$ cat config.mk
export PLATFORM = sky130hd
export DESIGN_NAME = tbo_front
export DESIGN_NICKNAME = d
export VERILOG_FILES = /design/src/tbo_pkg.sv /design/src/tbo_front.sv
export SDC_FILE = /design/constraint.sdc
export NUM_CORES = 1
export LEC_CHECK = 0
export BUFFER_PORTS_ARGS = -buffer_cell sky130_fd_sc_hd__buf_2
export CAP_MARGIN = 20
export CORE_MARGIN = 2
export CORE_UTILIZATION = 40
export CTS_CLUSTER_DIAMETER = 100
export DETAILED_ROUTE_END_ITERATION = 12
export PLACE_DENSITY = 0.69
export SKIP_LAST_GASP = 1
export SLEW_MARGIN = 20
export SYNTH_ARGS = -nofsm -noshare
export SYNTH_HDL_FRONTEND = slang
export SYNTH_SLANG_ARGS = --single-unit
$ cat constraint.sdc
create_clock -name clk -period 13.1 [get_ports clk]
set_clock_uncertainty 0.2 [all_clocks]
set_input_delay 1.965 -clock clk [delete_from_list [all_inputs] [get_ports clk]]
set_output_delay 1.965 -clock clk [all_outputs]
set_load 0.02 [all_outputs]
$ cat src/tbo_pkg.sv
// Shared constants and types for the triangle / box overlap pipeline.
// No dependencies.
`default_nettype none
package tbo_pkg;
	localparam int AXES = 3;
	localparam int PIPE_DEPTH = 9;
	localparam int CFG_IDX_BITS = 3;

	localparam logic [CFG_IDX_BITS-1:0] REG_BOX_CENTER_X = CFG_IDX_BITS'(0);
	localparam logic [CFG_IDX_BITS-1:0] REG_BOX_CENTER_Y = CFG_IDX_BITS'(1);
	localparam logic [CFG_IDX_BITS-1:0] REG_BOX_CENTER_Z = CFG_IDX_BITS'(2);
	localparam logic [CFG_IDX_BITS-1:0] REG_BOX_HALF_X = CFG_IDX_BITS'(3);
	localparam logic [CFG_IDX_BITS-1:0] REG_BOX_HALF_Y = CFG_IDX_BITS'(4);
	localparam logic [CFG_IDX_BITS-1:0] REG_BOX_HALF_Z = CFG_IDX_BITS'(5);

	typedef struct packed {
		logic card;
		logic cross_ax;
	} sep_t;
endpackage
`default_nettype wire

$ cat src/tbo_front.sv
// Front stages: vertices relative to the box centre, triangle edges and the
// cardinal axis test. Depends on tbo_pkg.
`default_nettype none
module tbo_front #(
	parameter int W = 16
) (
	input  wire logic                clk,
	input  wire logic                adv,
	input  wire logic signed [W-1:0] vin [tbo_pkg::AXES][tbo_pkg::AXES],
	input  wire logic signed [W-1:0] ctr [tbo_pkg::AXES],
	input  wire logic        [W-2:0] half [tbo_pkg::AXES],
	output logic signed      [W:0]   v_s2 [tbo_pkg::AXES][tbo_pkg::AXES],
	output logic signed      [W+1:0] e_s2 [tbo_pkg::AXES][tbo_pkg::AXES],
	output logic                     card_s2
);
	import tbo_pkg::*;

	logic signed [W:0] v_s1 [AXES][AXES];
	logic card_sep;

	always_ff @(posedge clk) begin
		if (adv) begin
			for (int i = 0; i < AXES; i++) begin
				for (int k = 0; k < AXES; k++) begin
					v_s1[i][k] <= (W+1)'(vin[i][k]) - (W+1)'(ctr[k]);
				end
			end
		end
	end

	always_comb begin
		logic signed [W+1:0] lo;
		logic signed [W+1:0] hi;
		logic signed [W+1:0] hl;
		card_sep = 1'b0;
		for (int k = 0; k < AXES; k++) begin
			lo = (W+2)'(v_s1[0][k]);
			hi = lo;
			for (int i = 1; i < AXES; i++) begin
				if ((W+2)'(v_s1[i][k]) < lo) lo = (W+2)'(v_s1[i][k]);
				if ((W+2)'(v_s1[i][k]) > hi) hi = (W+2)'(v_s1[i][k]);
			end
			hl = signed'({3'b000, half[k]});
			if (lo > hl || hi < -hl) card_sep = 1'b1;
		end
	end

	always_ff @(posedge clk) begin
		if (adv) begin
			v_s2 <= v_s1;
			card_s2 <= card_sep;
		end
	end

	for (genvar t = 0; t < AXES; t++) begin : g_edge
		localparam int T1 = (t + 1) % AXES;
		for (genvar k = 0; k < AXES; k++) begin : g_comp
			always_ff @(posedge clk) begin
				if (adv) begin
					e_s2[t][k] <= (W+2)'(v_s1[T1][k]) - (W+2)'(v_s1[t][k]);
				end
			end
		end
	end
endmodule
`default_nettype wire

# Word level (Yosys, flattened, before mapping)
# Cells that the tools add are included.
# totals
register_bits,469
in_bits,239
out_inout_bits,316
# classes
n_mux,13
n_reduce_logical,4
addsub,21
n_lt_le_gt_ge,18
# ops
cell,count
two-way mux 18 bit,12
subtractor 17 x 17 -> 18 bit,9
subtractor 16 x 16 -> 17 bit,9
greater-than comparator 17 x 18 -> 1 bit,3
greater-than comparator 18 x 16 -> 1 bit,3
less-than comparator 17 x 18 -> 1 bit,3
less-than comparator 18 bit,3
negator 15 -> 18 bit,3
greater-than comparator 17 bit,3
less-than comparator 17 bit,3
logical OR 1 bit,3
OR reduction 2 bit,1
two-way mux 1 bit,1

# Logic depth before layout (Yosys ltp)
# Gate-level depths: netlist (run 1).
# logic_depth
depth_word,7
depth_mapped,35
mapped_depth_nobuf,33

# Least setup slack after synthesis (run 1)
# No wires, ideal clock.
# synth_timing
kind,reg2reg
startpoint,register v_s1[85] (netlist name)
endpoint,register card_s2 (data pin)
arrival_time_ns,6.503
n_path_buf,3
required_time_ns,12.629
slack_ns,6.126
stages_incl_launch_ff,35
cell_sequence,edfxtp_1 inv_1 ha_1 fa_1 nor2b_1 o31a_1 o311ai_1 a31oi_1 o21ai_2 clkbuf_1 buf_2 nor2_1 a21oi_1 ha_1 a21o_1 a21o_1 a2111oi_0 o21bai_1 o21ai_0 o21ai_0 a21oi_2 clkbuf_1 nand2_1 o21ai_0 ha_1 a21o_1 a21o_1 a21oi_1 o211ai_1 a221o_1 a21oi_1 nor2_1 a211o_1 a2111oi_0 nand4_1
# synth_between
elab_chain_len,7
word_cells_on_any_way,12
classes_between,order compare: 6; mux: 5; reduce/logical: 1
# synth_rtl
item,line_no,rtl
start: declaration,tbo_front.sv:18,logic signed [W:0] v_s1 [AXES][AXES];
start signal: indexed assignment,tbo_front.sv:25,v_s1[i][k] <= (W+1)'(vin[i][k]) - (W+1)'(ctr[k]);
less-than comparator 17 bit or greater-than comparator 17 bit (tied branches),"tbo_front.sv:40, tbo_front.sv:41",
"two-way mux 18 bit, on equally long branches","tbo_front.sv:40, tbo_front.sv:41",
less-than comparator 17 x 18 -> 1 bit or greater-than comparator 17 x 18 -> 1 bit (tied branches),"tbo_front.sv:40, tbo_front.sv:41",
"two-way mux 18 bit, on equally long branches","tbo_front.sv:40, tbo_front.sv:41",
greater-than comparator 18 x 16 -> 1 bit or less-than comparator 18 bit (tied branches),tbo_front.sv:44,if (lo > hl || hi < -hl) card_sep = 1'b1;
logical OR 1 bit (*),tbo_front.sv:44,
two-way mux 1 bit (*),tbo_front.sv:44,
end signal: assignment,tbo_front.sv:51,card_s2 <= card_sep;
end: declaration,tbo_front.sv:14,output logic card_s2
# Mark *: on every way between the ends. The rest lies on a longest branch, timed or not.
# A chain may end at the register's enable or synchronous reset.

# Worst setup path after layout (run 1)
# Same ends and word-level chain as after synthesis.

==> results of run 1 <==
-- worst max-delay path, delay by kind of cell (launching register included) --
kind / cells / cell delay, ns
simple gates: 6 / 0.44
compound gates: 20 / 4.70
fa+ha+maj: 4 / 0.97
buf+inv: 4 / 1.16
flops: 1 / 0.50
-- sequential cells by signal, summed over array words and instances (netlist names) --
name	count
v_s2	153
card_s2	1
v_s1	153
e_s2	162
-- cell usage in the layout, fill, tap and decap left out, types with 16 or more instances in the layout --
master,n
a21oi_1,307
xnor2_1,191
nor2b_1,72
o21bai_1,20
o21a_1,29
o31ai_1,17
nor4_1,17
a21boi_0,37
nand2_1,191
a21o_1,54
nand2b_1,47
nor2_1,444
xor2_1,31
clkbuf_16,56
o21ai_0,168
inv_1,386
o21ai_1,16
a41o_1,19
and3_1,22
fa_1,18
or3_1,21
nand4_1,41
nand3_1,102
edfxtp_1,469
a211oi_1,31
buf_2,553
nor3_1,84
ha_1,495
-- synthesized netlist by cell type, drive strengths merged, types with 14 or more instances --
library cell / n
nand2: 191
xor2: 31
a41o: 19
nor3: 84
nor2b: 73
o21ai: 187
nand4: 41
o31ai: 18
nand2b: 47
a21oi: 310
xnor2: 191
nand3: 102
clkbuf: 27
o21a: 29
o41ai: 18
and3: 22
inv: 386
nor4: 17
o21bai: 20
nor2: 444
a21boi: 37
ha: 495
a211oi: 34
a21o: 54
a31oi: 14
or3: 21
and2: 15
edfxtp: 469
fa: 18
-- worst paths after layout --
check | depth (start not counted) | from | endpoint | slack (ns)
worst max-delay path | 34 | v_s1[85] | card_s2 | 4.83
worst min-delay path | 0 | v_s1[68] | v_s2[68] | 0.30
worst max register to register | 34 | v_s1[85] | card_s2 | 4.83
worst min register to register | 0 | v_s1[68] | v_s2[68] | 0.30
-- where the power goes --
group / switching [mW] / total [mW] / internal [mW]
Clock: 0.688 / 1.62 / 0.928
Sequential: 0.268 / 2.36 / 2.09
Combinational: 2.13 / 3.48 / 1.35
Total: 3.09 / 7.45 / 4.36
-- cells by family (layout without fill, tap and decap cells) --
group | count (synthesis) | count (layout)
other | 0 | 5
xor gates and xnor gates | 222 | 222
buffers and inverters | 423 | 1055
muxes | 15 | 15
DFF | 469 | 469
AOI/OAI and AO/OA | 844 | 844
adders and majority gates | 513 | 513
and+or+nand+nor | 1083 | 1083
-- stage by stage --
| stage | utilization | cells |
|---|---|---|
| global placement | 0.451 | 5252 |
| CTS | 0.472 | 5356 |
| finish | 0.473 | 5361 |
| floorplan | - | 3569 |
| detailed placement | 0.451 | 5253 |
| global route | 0.473 | 5361 |
-- layer usage --
metal / vias up / track usage / share of wire
li1: 14100 / - / -
met1: 13700 / 0.323 / 0.43
met2: 1034 / 0.402 / 0.47
met3: 166 / 0.0398 / 0.075
met4: 6 / 0.0727 / 0.030
met5: - / 0 / 0.00040
-- area by class of cell --
type	count	share of cell area
multi-input combinational	2677	0.467
sequential	469	0.345
timing repair buffer	566	0.0708
inverter	386	0.0355
tap	1155	0.0354
clock buffer	60	0.0347
clock inverter	43	0.0112
antenna	5	0.000307
==> results_dict.tcl, run 1 <==
set metrics [dict create \
    antenna_found_initial 10 \
    muxShareOfSynthArea 0.00458 \
    clock-root-buffer "clkbuf_16" \
    yosysTopAreaCellShare 0.406 \
    cts_made_buffers 56 \
    layout_setup_ws_ns 4.83 \
    power.density_mw_per_mm2 183 \
    clock.fmax_mhz 121 \
    critPathCaptureType "flop" \
    drive_gt1_frac 0.164 \
    die_area_mm2 0.0892 \
    avgSynthCellArea_um2 9.73 \
    synth-simple-area-share 0.144 \
    post-place-ws_ns 4.89 \
    cpPeakStageDelay_ns 0.50 \
    wl_per_cell_um 20.9 \
    period_minus_slack_ns 8.27 \
    cts_tree "yes" \
    whs_ns 0.301 \
    dr.pass1.iters 5 \
    start_kind "flop" \
    vias 29100 \
    crit_fanout 39 \
    ant_nets 0 \
    routed_via_density 5.42 \
    fin_area_mm2 0.0408 \
    cts.clk_slew.worst_paths_ns 0.06 \
    ff_latch_area_mm2 0.0141 \
    post_cts_buffers 0 \
    cts_buffer_depth 3 \
    multi_input_area_mm2 0.0191 \
    leakage_nw 18.3 \
    hp-class "flop to flop" \
    die_w_um 299 \
    htreeDepth 2 \
    grt_pass1_vias 27500 \
    gr-usage-all-layers 0.242 \
    drc 0 \
    hold_viol 0 \
    synth-compound-area-share 0.155 \
    max_cap_viol_count 0 \
    synth_top_family_by_area "adder cells" \
    finalMaxSlewViolations 0 \
    fin_crit_sh 0.631 \
    num_rows 108 \
    syn_inst 3569 \
    gp_congestion 0.984 \
    syn_area_mm2 0.0347 \
    tightest_slew_ns 0.977 \
    synth_flop_cell "edfxtp_1" \
    cts.sinks 469 \
    clk_latency_ns 0.63 \
    fin_nets 4908 \
    grt_max_degree 139 \
    dieHeight_um 299 \
    synth-xor-area-share 0.0560 \
    n_fill_cell 8017 \
    initial_utilization 0.402 \
    critPathMostFrequentCell "o21ai_0" \
    worstPathRequired_ns 13.25 \
    grt-ovfl-total 0 \
    yosysUniqueCellTypes 76 \
    synth_nets 4321 \
    place_area_mm2 0.0389 \
    critPathSlowestCell "edfxtp_1" \
    io_buffers 554 \
    worstPathArrival_ns 8.42 \
    routed_wl_mm 112 \
    post_synth_fa_ha_maj_area_fraction 0.189 \
    ir_worst_vdd_v 0.000105 \
    synth_warnings 0 \
    synth_edf_count 469 \
    tns_ns 0 \
    core_area_mm2 0.0863 \
    ioPinCount 555 \
    yosys.area.top_type "edfxtp_1" \
    grt_pass1_wl_mm 164 \
    dpl.hpwl_mm 91.9 \
    relSlewSlack 0.349 \
    ys_seq_area_frac 0.406 \
    netlist_top_cells_area "edfxtp_1 (41%), ha_1 (18%), xnor2_1 (4.8%), nor2_1 (4.8%), a21oi_1 (4.4%)" \
    drt-initial-drc-count 1995 \
    p_total_mw 7.45 \
    cts_resized 0 \
    area_growth_pct 17.5 \
    synth-seq-cells 469 \
    postSynth.asyncResetShare 0 \
    status "complete, no violations" \
    rsz0062_at_grt "no" \
    final-setup-viol-count 0 \
    worstSetupPathType "flop to flop" \
    hold_buffers 0 \
]
(Power assumes the default switching activity.)
==> run 2, diff against run 1 <==
==> constraint.sdc (replaced) <==
create_clock -name clk -period 8.4 [get_ports clk]
set_clock_uncertainty 0.2 [all_clocks]
set_input_delay 1.26 -clock clk [delete_from_list [all_inputs] [get_ports clk]]
set_output_delay 1.26 -clock clk [all_outputs]
set_load 0.02 [all_outputs]
==> run 2 against run 1 <==
Fmax grew 5.0%. Register-to-register slack lost 4.3 ns. Die area is the same. Cell area is essentially flat. Worst setup slack lost 4.3 ns. Critical path depth shrank 2. Largest power group unchanged. Sequential power grew 56%. Via count grew 0.44%.
==> results_dict.tcl, run 2 (same netlist as run 1, synthesis figures left out) <==
set metrics [dict create \
    worstPathArrival_ns 8.04 \
    core_area_mm2 0.0863 \
    ioPinCount 555 \
    leakage_nw 18.4 \
    crit_fanout 25 \
    cts_made_buffers 54 \
    dieHeight_um 299 \
    ff_latch_area_mm2 0.0141 \
    tightest_slew_ns 1.03 \
    ant_nets 0 \
    worstSetupPathType "flop to flop" \
    drive_gt1_frac 0.166 \
    drt-initial-drc-count 2123 \
    tns_ns 0 \
    start_kind "flop" \
    wl_per_cell_um 21.3 \
    critPathMostFrequentCell "o21ai_0" \
    dpl.hpwl_mm 94.4 \
    critPathSlowestCell "a2111oi_1" \
    clock.fmax_mhz 127 \
    gp_congestion 0.968 \
    initial_utilization 0.402 \
    relSlewSlack 0.314 \
    hp-class "flop to flop" \
    cts_tree "yes" \
    worstPathRequired_ns 8.57 \
    n_fill_cell 8139 \
    final-setup-viol-count 0 \
    drc 0 \
    period_minus_slack_ns 7.87 \
    dr.pass1.iters 5 \
    grt_pass1_wl_mm 168 \
    grt_max_degree 150 \
    path_buf_inv 3 \
    vias 29200 \
    grt_pass1_vias 27700 \
    finalMaxSlewViolations 0 \
    max_cap_viol_count 0 \
    routed_wl_mm 114 \
    final_cell_mix "buf_2 (553), ha_1 (495), edfxtp_1 (469)" \
    num_rows 108 \
    reg_top3 "e_s2: 162 flops, v_s1: 153 flops, v_s2: 153 flops" \
    clk_latency_ns 0.62 \
    cts.clk_slew.worst_paths_ns 0.07 \
    regMostFlops "e_s2" \
    ir_worst_vdd_v 0.000157 \
    multi_input_area_mm2 0.0191 \
    fin_crit_sh 0.937 \
    final_common_cell "buf_2" \
    htreeDepth 2 \
    io_buffers 554 \
    cpPeakStageDelay_ns 0.52 \
    hold_viol 0 \
    rsz0062_at_grt "no" \
    cts.sinks 469 \
    critPathTopFamily "compound AO/OA/AOI/OAI gates" \
    cts_buffer_depth 3 \
    routed_via_density 5.43 \
    area_growth_pct 17.6 \
    critPathCaptureType "flop" \
    clock-root-buffer "clkbuf_16" \
    antenna_found_initial 9 \
    grt-ovfl-total 0 \
    power.density_mw_per_mm2 284 \
    hold_buffers 0 \
    die_area_mm2 0.0892 \
    fin_nets 4921 \
    largest_reg_flops 162 \
    die_w_um 299 \
    gr-usage-all-layers 0.247 \
    status "complete, no violations" \
    p_total_mw 11.6 \
]
## run 2: changes by cell type in the layout (fill, tap and decap cells not counted), sizes merged
cell / delta
buf: +16
clkinv: +4
clkinvlp: -4
inv: -4
clkbuf: +3
bufinv: -1
clkdlybuf4s18: -1
diode: +1
## run 2: worst paths after layout
| path | start | endpoint | slack [ns] | depth (start not counted) |
|---|---|---|---|---|
| setup / recovery | v_s1[85] | card_s2 | 0.53 | 32 |
| hold / removal | v_s1[119] | v_s2[119] | 0.31 | 0 |
| setup reg to reg | v_s1[85] | card_s2 | 0.53 | 32 |
| hold reg to reg | v_s1[119] | v_s2[119] | 0.31 | 0 |
## run 2: stage by stage
| stage | instances | instance area [um^2] | utilization | hold WS [ns] | setup WS (ns) |
|---|---|---|---|---|---|
| floorplan | 3569 | 34700 | - | 0.254 | 1.43 |
| global placement | 5266 | 39000 | 0.452 | 0.262 | 0.466 |
| detailed placement | 5266 | 39000 | 0.452 | 0.286 | 0.365 |
| CTS | 5367 | 40800 | 0.472 | 0.300 | 0.369 |
| global route | 5373 | 40800 | 0.473 | 0.309 | 0.00271 |
| finish | 5375 | 40800 | 0.473 | 0.306 | 0.526 |
## run 2: repair_timing
| item | CTS | global route |
|---|---|---|
| gates resized for setup | 0 | 3 |
| buffers inserted | 0 | 2 |
| endpoints found under the setup margin | 0 | 1 |
## run 2: cell type report
| cell class | instances | share of cell area |
|---|---|---|
| tap | 1155 | 0.0354 |
| multi-input combinational | 2677 | 0.467 |
| timing repair buffer | 581 | 0.0734 |
| clock buffer | 63 | 0.0339 |
| sequential | 469 | 0.345 |
| clock inverter | 38 | 0.00938 |
| antenna | 6 | 0.000368 |
| inverter | 386 | 0.0355 |
## run 2: routing by layer
layer,track usage,up-vias,routed length (um)
met5,0,-,20
met1,0.327,13900,49600
met4,0.0713,2,3350
met2,0.417,958,53800
met3,0.0385,171,7650
li1,-,14200,-
## run 2: power breakdown
part	internal, mW	leakage, nW	switching (mW)
combinational	2.14	12.9	3.38
clock	1.37	0.860	1.02
sequential	3.26	4.59	0.424
total	6.76	18.4	4.83
